<file path="src/abln_pkg.sv">
// Shared types and constants for the average level block normalizer.
// No dependencies; the other files but abln_ram refer to it by scoped names.
package abln_pkg;

   // Block storage geometry
   localparam int BLOCK_DEPTH = 4096;
   localparam int ADDR_W      = $clog2(BLOCK_DEPTH);
   localparam int COUNT_W     = ADDR_W + 1;

   // Sample and statistics widths
   localparam int SAMPLE_W = 16;
   localparam int MAG_W    = SAMPLE_W + 1;
   localparam int SUM_W    = ADDR_W + SAMPLE_W;
   localparam int CHAN_W   = 4;
   // level stays at or below 32768 * (2 * 15 - 1), which needs 20 bits
   localparam int LEVEL_W  = 20;
   localparam int PROD_W   = 31;

   // Shared divider geometry
   localparam int DIV_NUM_W = (SUM_W > PROD_W) ? SUM_W : PROD_W;
   localparam int DIV_DEN_W = LEVEL_W;
   localparam int DIV_CNT_W = $clog2(DIV_NUM_W + 1);

   localparam logic [CHAN_W-1:0]   CHAN_RESET     = CHAN_W'(2);
   localparam logic [SAMPLE_W-1:0] PEAK_LIMIT     = SAMPLE_W'(32767);
   localparam logic [14:0]         PEAK_LIMIT_MAG = 15'd32767;

   // Operation codes
   localparam logic OP_LOAD  = 1'b0;
   localparam logic OP_FETCH = 1'b1;

   typedef enum logic [3:0] {
      ST_IDLE,
      ST_DECODE,
      ST_FRAMES_START,
      ST_FRAMES_WAIT,
      ST_LEVEL_START,
      ST_LEVEL_WAIT,
      ST_FETCH_READ,
      ST_FETCH_DIV,
      ST_FETCH_WAIT,
      ST_FETCH_OUT
   } state_type;

   // Controller to datapath commands
   typedef struct packed {
      logic capture;
      logic load_step;
      logic read_issue;
      logic frames_start;
      logic frames_take;
      logic level_start;
      logic level_take;
      logic mult_take;
      logic scale_start;
      logic out_load;
   } cmd_type;

   // Datapath to controller status
   typedef struct packed {
      logic item_load;
      logic item_last;
      logic fetch_avail;
      logic use_div;
      logic div_done;
      logic out_busy;
   } status_type;

endpackage

</file>
<file path="src/abln_ctrl.sv">
// Controller: sequences load, block close and fetch steps of the datapath.
// Depends on abln_pkg for the state, command and status types.
module abln_ctrl (
   input  logic                 clock,
   input  logic                 reset,
   input  logic                 req_valid,
   output logic                 req_ready,
   input  abln_pkg::status_type status,
   output abln_pkg::cmd_type    cmd
);

   abln_pkg::state_type state_ff, state_in;

   // state register
   always_ff @(posedge clock) begin
      if (reset) begin
         state_ff <= abln_pkg::ST_IDLE;
      end else begin
         state_ff <= state_in;
      end
   end

   // next state and commands
   always_comb begin
      state_in  = state_ff;
      cmd       = '0;
      req_ready = 1'b0;
      case (state_ff)
         abln_pkg::ST_IDLE: begin
            req_ready = 1'b1;
            if (req_valid) begin
               cmd.capture = 1'b1;
               state_in    = abln_pkg::ST_DECODE;
            end
         end
         abln_pkg::ST_DECODE: begin
            if (status.item_load) begin
               cmd.load_step = 1'b1;
               state_in = status.item_last ? abln_pkg::ST_FRAMES_START : abln_pkg::ST_IDLE;
            end else if (status.fetch_avail) begin
               cmd.read_issue = 1'b1;
               state_in       = abln_pkg::ST_FETCH_READ;
            end else begin
               state_in = abln_pkg::ST_IDLE;
            end
         end
         abln_pkg::ST_FRAMES_START: begin
            cmd.frames_start = 1'b1;
            state_in         = abln_pkg::ST_FRAMES_WAIT;
         end
         abln_pkg::ST_FRAMES_WAIT: begin
            if (status.div_done) begin
               cmd.frames_take = 1'b1;
               state_in        = abln_pkg::ST_LEVEL_START;
            end
         end
         abln_pkg::ST_LEVEL_START: begin
            cmd.level_start = 1'b1;
            state_in        = abln_pkg::ST_LEVEL_WAIT;
         end
         abln_pkg::ST_LEVEL_WAIT: begin
            if (status.div_done) begin
               cmd.level_take = 1'b1;
               state_in       = abln_pkg::ST_IDLE;
            end
         end
         abln_pkg::ST_FETCH_READ: begin
            cmd.mult_take = 1'b1;
            state_in      = abln_pkg::ST_FETCH_DIV;
         end
         abln_pkg::ST_FETCH_DIV: begin
            if (status.use_div) begin
               cmd.scale_start = 1'b1;
               state_in        = abln_pkg::ST_FETCH_WAIT;
            end else begin
               state_in = abln_pkg::ST_FETCH_OUT;
            end
         end
         abln_pkg::ST_FETCH_WAIT: begin
            if (status.div_done) begin
               state_in = abln_pkg::ST_FETCH_OUT;
            end
         end
         abln_pkg::ST_FETCH_OUT: begin
            // hold until the result register is free
            if (!status.out_busy) begin
               cmd.out_load = 1'b1;
               state_in     = abln_pkg::ST_IDLE;
            end
         end
         default: begin
            state_in = abln_pkg::ST_IDLE;
         end
      endcase
   end

`ifndef SYNTHESIS
   a_one_div: assert property (@(posedge clock) disable iff (reset)
      $onehot0({cmd.frames_start, cmd.level_start, cmd.scale_start}))
      else $error("two divisions started at once");
   a_capture_idle: assert property (@(posedge clock) disable iff (reset)
      cmd.capture |=> state_ff == abln_pkg::ST_DECODE)
      else $error("captured item not decoded");
   a_wait_done: assert property (@(posedge clock) disable iff (reset)
      cmd.scale_start |=> state_ff == abln_pkg::ST_FETCH_WAIT)
      else $error("scale division started outside the fetch sequence");
`endif

endmodule

</file>
<file path="config.mk">
export PLATFORM = sky130hd
export DESIGN_NAME = abln_ctrl
export DESIGN_NICKNAME = d
export VERILOG_FILES = /design/src/abln_pkg.sv /design/src/abln_ctrl.sv
export SDC_FILE = /design/constraint.sdc
export NUM_CORES = 1
export LEC_CHECK = 0
export BUFFER_PORTS_ARGS = -buffer_cell sky130_fd_sc_hd__buf_2
export CAP_MARGIN = 20
export CORE_MARGIN = 2
export CORE_UTILIZATION = 30
export DETAILED_ROUTE_END_ITERATION = 8
export GPL_TIMING_DRIVEN = 0
export MAX_ROUTING_LAYER = met4
export PLACE_DENSITY = 0.61
export SLEW_MARGIN = 40
export SYNTH_ARGS = -nofsm -noshare
export SYNTH_HDL_FRONTEND = slang
export SYNTH_SLANG_ARGS = --single-unit
</file>
<file path="constraint.sdc">
create_clock -name clock -period 1.6 [get_ports clock]
set_input_delay 0.32 -clock clock [delete_from_list [all_inputs] [get_ports clock]]
set_output_delay 0.32 -clock clock [all_outputs]
set_load 0.1 [all_outputs]
</file>
==> reports/results.txt, run 1 <==
Part of the cycle the worst path needs = 106%
Post-synthesis sequential area ratio = 18.7%
Commonest non-fill, non-tap cells in the layout = 10 x buf_4, 8 x buf_2, 6 x buf_12
Initial antenna violation count = 0
CP max FO = 6
Simple logic cell fraction of the synthesized area = 45.0%
Via/cell ratio = 5.53
Max Freq = 0.587 GHz
Mapped cell area = 428 sq um
Buffers on Ports = 19
Number of synthesized flops with an enable pin = 0
CTS Hold Bufs = 0
Xor-xnor portion of the synthesized cell area = 2.05%
Routability Congestion = 0.708
Clock Path Buffers = 2
Slew headroom = 68.7%
Post-synthesis register bit count = 4
GR Util All Layers = 20.0%
Slowest stage cell on the critical path = dfxtp_4
Top delay family on crit path = simple AND/OR/NAND/NOR gates
Root buffer selected by CTS = clkbuf_4
Area of the core = 1320 sq um
Largest regs = state_ff: 4 flops
Max VDD drop = 1240 uV
CP Data Required Time = 1.28 ns
Fin nets = 99
Slack of the critical path = -0.102 ns
Power per Cell Area = 1930 nW/um^2
Crit path kind = flop to output pin
Clock sink count = 4
H-tree depth = 1
Crit path launch type = flop
Crit path buf inv count = 2
Violated checks = setup timing
Post-Route WL = 1.55 mm
CP max stage delay = 0.35 ns
Placed cell areas = 668 sq um
Layout cells sized above 1 = 70.5%
Adder-cell share of the synthesized area = 0%
Worst min-delay path class = input port to flop
Die Width = 41.8 um
Design Power = 0.00186 W
Post-Place Cells = 90
Ys Warns = 0
Vias in the first global route = 595
Die Ht = 41.8 um
Largest register FFs = 4
Footprint of the multi-input gates = 452 sq um
Vias = 570
1st-iter DRT viols = 17
ANT cells = 0
Main combinational cell family by area after synthesis = simple AND/OR/NAND/NOR gates
1st-pass router iterations = 4
DRC violations left = 0
Antenna Nets Post-Route = 0
Primary FF master, synth = dfxtp_1
CTS tree = built
Worst-Margin Slew = 0.469 ns
DR WL/cell = 15.1 um
Worst-path clk slew = 0.04 ns
Worst setup EP type = output pin
HPWL Detailed = 933 um
Die ar. = 1740 sq um
Largest net degree at the start of global routing = 11
Compound-Gate Fraction of Synth Area = 26.3%
Multiplexer share of the synthesized area = 2.34%
Skew final = 0.0125 ns
Layout area overhead = 125%
Max Cap Violations = 0
Synth async-reset ratio = 0%
Status = finished, violations left
Crit-path cells = clkbuf_16 > nor4_4 > and2_4 > buf_12
Final min period = 1.70 ns
Clock buffer count from CTS = 3
Finish-stage setup viols = 12
Net Count, Synth = 65
I/O Pins = 20
Pins Over Slew Limit = 0
Final Instance Area = 963 sq um
Final cell count without fillers = 103
Overflow after GRT = 0
Static Leakage = 0.393 nW
First-pass GRT wire length = 2.64 mm
Clock Latency Late Sink = 0.25 ns
Critical path arrival = 1.38 ns
Site Rows = 13
# fillers = 99
Post-Syn Instances = 56
RSZ-0062 raised after global routing = true
Initial Utilization = 32.5%
Reg area = 88.8 sq um
Fin. Hold Viols = 0
Synth unique cells = 30
Biggest register = state_ff
Commonest non-fill, non-tap cell in the layout = buf_4
Mapped Avg Cell Area = 7.64 sq um
worst reg2reg max path, stage by stage, from the launching register on:
cell       delay (ns)
dfxtp_4          0.35
buf_4            0.14
or4b_4           0.52
o2bb2ai_4        0.22
nor4_2           0.09
a2111oi_2        0.22
stage by stage:
step	utilization (%)	TNS, ns	setup WS (ns)	hold WS [ns]
6_report	73.1	-0.667	-0.102	0.342
5_1_grt	73.1	-1.39	-0.159	0.329
4_1_cts	69.7	-0.532	-0.103	0.304
3_5_place_dp	50.7	-0.988	-0.223	0.562
3_3_place_gp	50.7	-1.12	-0.238	0.561
2_1_floorplan	-	-3.23	-0.826	0.392
Yosys cell counts (all sizes together) (2+ instances only):
| library cell | instances | area, sq um |
|---|---|---|
| nor2b | 2 | 12.5 |
| clkbuf | 3 | 11.3 |
| and4 | 2 | 17.5 |
| nor3 | 5 | 25.0 |
| nand2b | 4 | 25.0 |
| o21a | 2 | 15.0 |
| a21oi | 3 | 15.0 |
| dfxtp | 4 | 80.1 |
| nor4 | 3 | 18.8 |
| inv | 2 | 7.50 |
| nor2 | 6 | 22.5 |
| and3 | 3 | 18.8 |
path summary, 6_finish.rpt:
| kind | endpoint | from | slack (ns) | cells past startpoint |
|---|---|---|---|---|
| setup / recovery | cmd[9] | state_ff[2] | -0.10 | 4 |
| hold / removal | state_ff[3] | reset | 0.34 | 2 |
| setup reg to reg | state_ff[1] | state_ff[2] | -0.05 | 5 |
| hold reg to reg | state_ff[3] | state_ff[0] | 0.66 | 2 |
power breakdown:
part | leakage (nW) | internal [W] | switching (W)
clock | 0.0138 | 0.0000843 | 0.0000471
sequential | 0.0345 | 0.000146 | 0.0000545
combinational | 0.344 | 0.000629 | 0.000895
routing by layer:
metal / share of wire [%] / global-route usage [%] / routed length, um
met5: 0 / - / 0
met4: 0.97 / 6.45 / 15
met3: 5.0 / 5.22 / 78
met2: 50 / 30.9 / 771
met1: 44 / 25.3 / 688
final cells by class:
type / instances / share of cell area (%)
flip-flops and latches: 4 / 9.22
multi-input cells: 46 / 46.9
well taps: 15 / 1.95
repair buffers: 29 / 31.0
clock buffers: 3 / 2.34
inverters: 2 / 0.779
plain buffers: 4 / 7.79
logic make-up (layout without fill, tap and decap cells):
group | count (synthesis) | after routing
xor gates and xnor gates | 1 | 1
muxes | 1 | 1
and+or+nand+nor | 32 | 32
buffers and inverters | 6 | 38
DFF | 4 | 4
AOI/OAI and AO/OA | 12 | 12
repair_timing:
item | 4_1_cts | 5_1_grt
resized for setup | 44 | 7
endpoints found under the hold margin | 0 | 0
gates cloned | 0 | 0
setup endpoints to repair | 13 | 15
pin swaps | 6 | 3
setup buffers | 8 | 2
Note: power is estimated with default switching activity, not from simulation.
==> run 2, diff against run 1 <==
Settings changed: PLACE_DENSITY 0.61 to 0.59.
Clock period 1.6 ns to 1.57 ns, I/O delays scaled along.
==> reports/results.txt, run 2 (synthesis results as in run 1) <==
Status = finished, violations left
Violated checks = setup timing
Antenna Nets Post-Route = 0 (unchanged)
Worst min-delay path class = input port to flop
Crit path kind = flop to output pin
Largest register FFs = 4 (unchanged)
CTS tree = built
HPWL Detailed = 997 um (+6.8%)
Commonest non-fill, non-tap cells in the layout = 13 x buf_4, 9 x buf_12, 8 x buf_2
Part of the cycle the worst path needs = 107%
Final min period = 1.68 ns
Skew final = 0.00691 ns (-0.00557 ns)
H-tree depth = 1 (unchanged)
Crit path buf inv count = 1 (-1)
Max VDD drop = 1420 uV (+15%)
Worst setup EP type = output pin
Die Ht = 41.8 um (unchanged)
Vias = 608 (+6.7%)
Largest regs = state_ff: 4 flops
GR Util All Layers = 19.8% (-0.20 points)
Critical path arrival = 1.36 ns (-0.02 ns)
Power per Cell Area = 1980 nW/um^2 (+2.6%)
Worst reg2reg path endpoint = state_ff[1]
Worst-Margin Slew = 0.558 ns (+0.0891 ns)
Max Freq = 0.596 GHz
Post-Route WL = 1.80 mm (+16%)
Die Width = 41.8 um (unchanged)
Pins Over Slew Limit = 0 (unchanged)
1st-iter DRT viols = 14 (-3)
Finish-stage setup viols = 10 (-2)
Hold wc startpoint = reset
Slew headroom = 62.7% (-6.0 points)
Max Cap Violations = 0 (unchanged)
Crit-path cells = nand2b_1 > nor4b_4 > buf_6
Clock Latency Late Sink = 0.23 ns (-0.02 ns)
RSZ-0062 raised after global routing = true
I/O Pins = 20 (unchanged)
Reg area = 92.6 sq um (+4.2%)
Layout cells sized above 1 = 74.7% (+4.3 points)
Clock buffer count from CTS = 3 (unchanged)
DRC violations left = 0 (unchanged)
CP Data Required Time = 1.26 ns (-0.02 ns)
Worst-path clk slew = 0.04 ns (about the same)
1st-pass router iterations = 4 (unchanged)
Site Rows = 13 (unchanged)
Biggest register = state_ff
Clock Path Buffers = 2 (unchanged)
Vias in the first global route = 579 (-2.7%)
Initial Utilization = 32.5% (unchanged)
ANT cells = 0 (unchanged)
Footprint of the multi-input gates = 484 sq um (+7.2%)
Setup slack, reg-to-reg = -0.03 ns (+0.02 ns)
Design Power = 0.00206 W (+11%)
Placed cell areas = 676 sq um (+1.1%)
Die ar. = 1740 sq um (unchanged)
Crit path launch type = flop
Finished Core Util = 79.1% (+6.0 points)
Fin. Hold Viols = 0 (unchanged)
Cell count along the critical path = 3 (-1)
Area of the core = 1320 sq um (unchanged)
CP max stage delay = 0.33 ns (-0.02 ns)
Layout area overhead = 144%
Final Instance Area = 1040 sq um (+8.2%)
Min-Delay Path Depth = 2 (unchanged)
CP max FO = 4 (-2)
FF-to-FF path depth = 4 (-1)
Initial antenna violation count = 0 (unchanged)
Routability Congestion = 0.732 (+3.4%)
Largest net degree at the start of global routing = 11 (unchanged)
Root buffer selected by CTS = clkbuf_4
Top delay family on crit path = simple AND/OR/NAND/NOR gates
Slowest stage cell on the critical path = dfxtp_2
Overflow after GRT = 0 (unchanged)
Hold path endpoint = state_ff[1]
Static Leakage = 0.413 nW (+5.2%)
Slack of the critical path = -0.108 ns (-0.00592 ns)
# fillers = 82 (-17%)
Setup TNS Final = -0.608 ns (+0.0584 ns)
Via/cell ratio = 5.74 (+3.6%)
RR Startpoint = state_ff[2]
First-pass GRT wire length = 2.64 mm (unchanged)
Fin nets = 102 (+3.0%)
Commonest non-fill, non-tap cell in the layout = buf_4
DR WL/cell = 17.0 um (+13%)
Buffers on Ports = 19 (unchanged)
Clock sink count = 4 (unchanged)
==> run 2: cell types whose count changed in the layout (fill, tap and decap cells not counted), sizes merged <==
cell,before,now
clkbuf,6,5
buf,30,34
==> run 2: routing by layer <==
metal  GRT usage, %  part of all wire, %  up-vias
met1           22.3                   41      296
met2           33.1                   54       25
met4           8.39                    0        0
met5              -                    0        -
met3           4.78                  5.3        0
li1               -                    -      287
==> run 2: what timing repair did <==
item,4_1_cts,5_1_grt
hold buffers,0,0
pin swaps,2,6
gates resized for setup,45,20
setup endpoints to repair,14,14
buffers inserted,6,6
cloned,1,0
==> run 2: area by class of cell <==
type	instances	share of cell area (%)
Sequential cell	4	8.88
Buffer	4	7.32
Timing Repair Buffer	32	32.7
Tap cell	15	1.80
Inverter	2	0.720
Multi-Input combinational cell	46	46.5
Clock buffer	3	2.16
==> run 2: power breakdown <==
group | switching [W] | total (W) | internal, W
Combinational | 0.000964 | 0.00171 | 0.000747
Clock | 0.0000409 | 0.000126 | 0.0000854
Sequential | 0.0000684 | 0.000224 | 0.000155
==> run 2: per-stage QoR <==
stage / hold WS [ns] / setup slack [ns] / std cells
final: 0.293 / -0.108 / 106
after detailed placement: 0.552 / -0.266 / 90
after floorplan: 0.386 / -0.850 / 56
after CTS: 0.293 / -0.0929 / 100
after global routing: 0.306 / -0.171 / 106
after global placement: 0.552 / -0.259 / 90
==> run 2: worst max path at each step <==
stage	start	end	slack, ns
global placement	state_ff[3]	cmd[1]	-0.26
finish	state_ff[1]	cmd[0]	-0.11
global route	state_ff[1]	cmd[0]	-0.17
CTS	state_ff[0]	cmd[9]	-0.09
detailed placement	state_ff[3]	cmd[1]	-0.27
floorplan	state_ff[0]	cmd[9]	-0.85
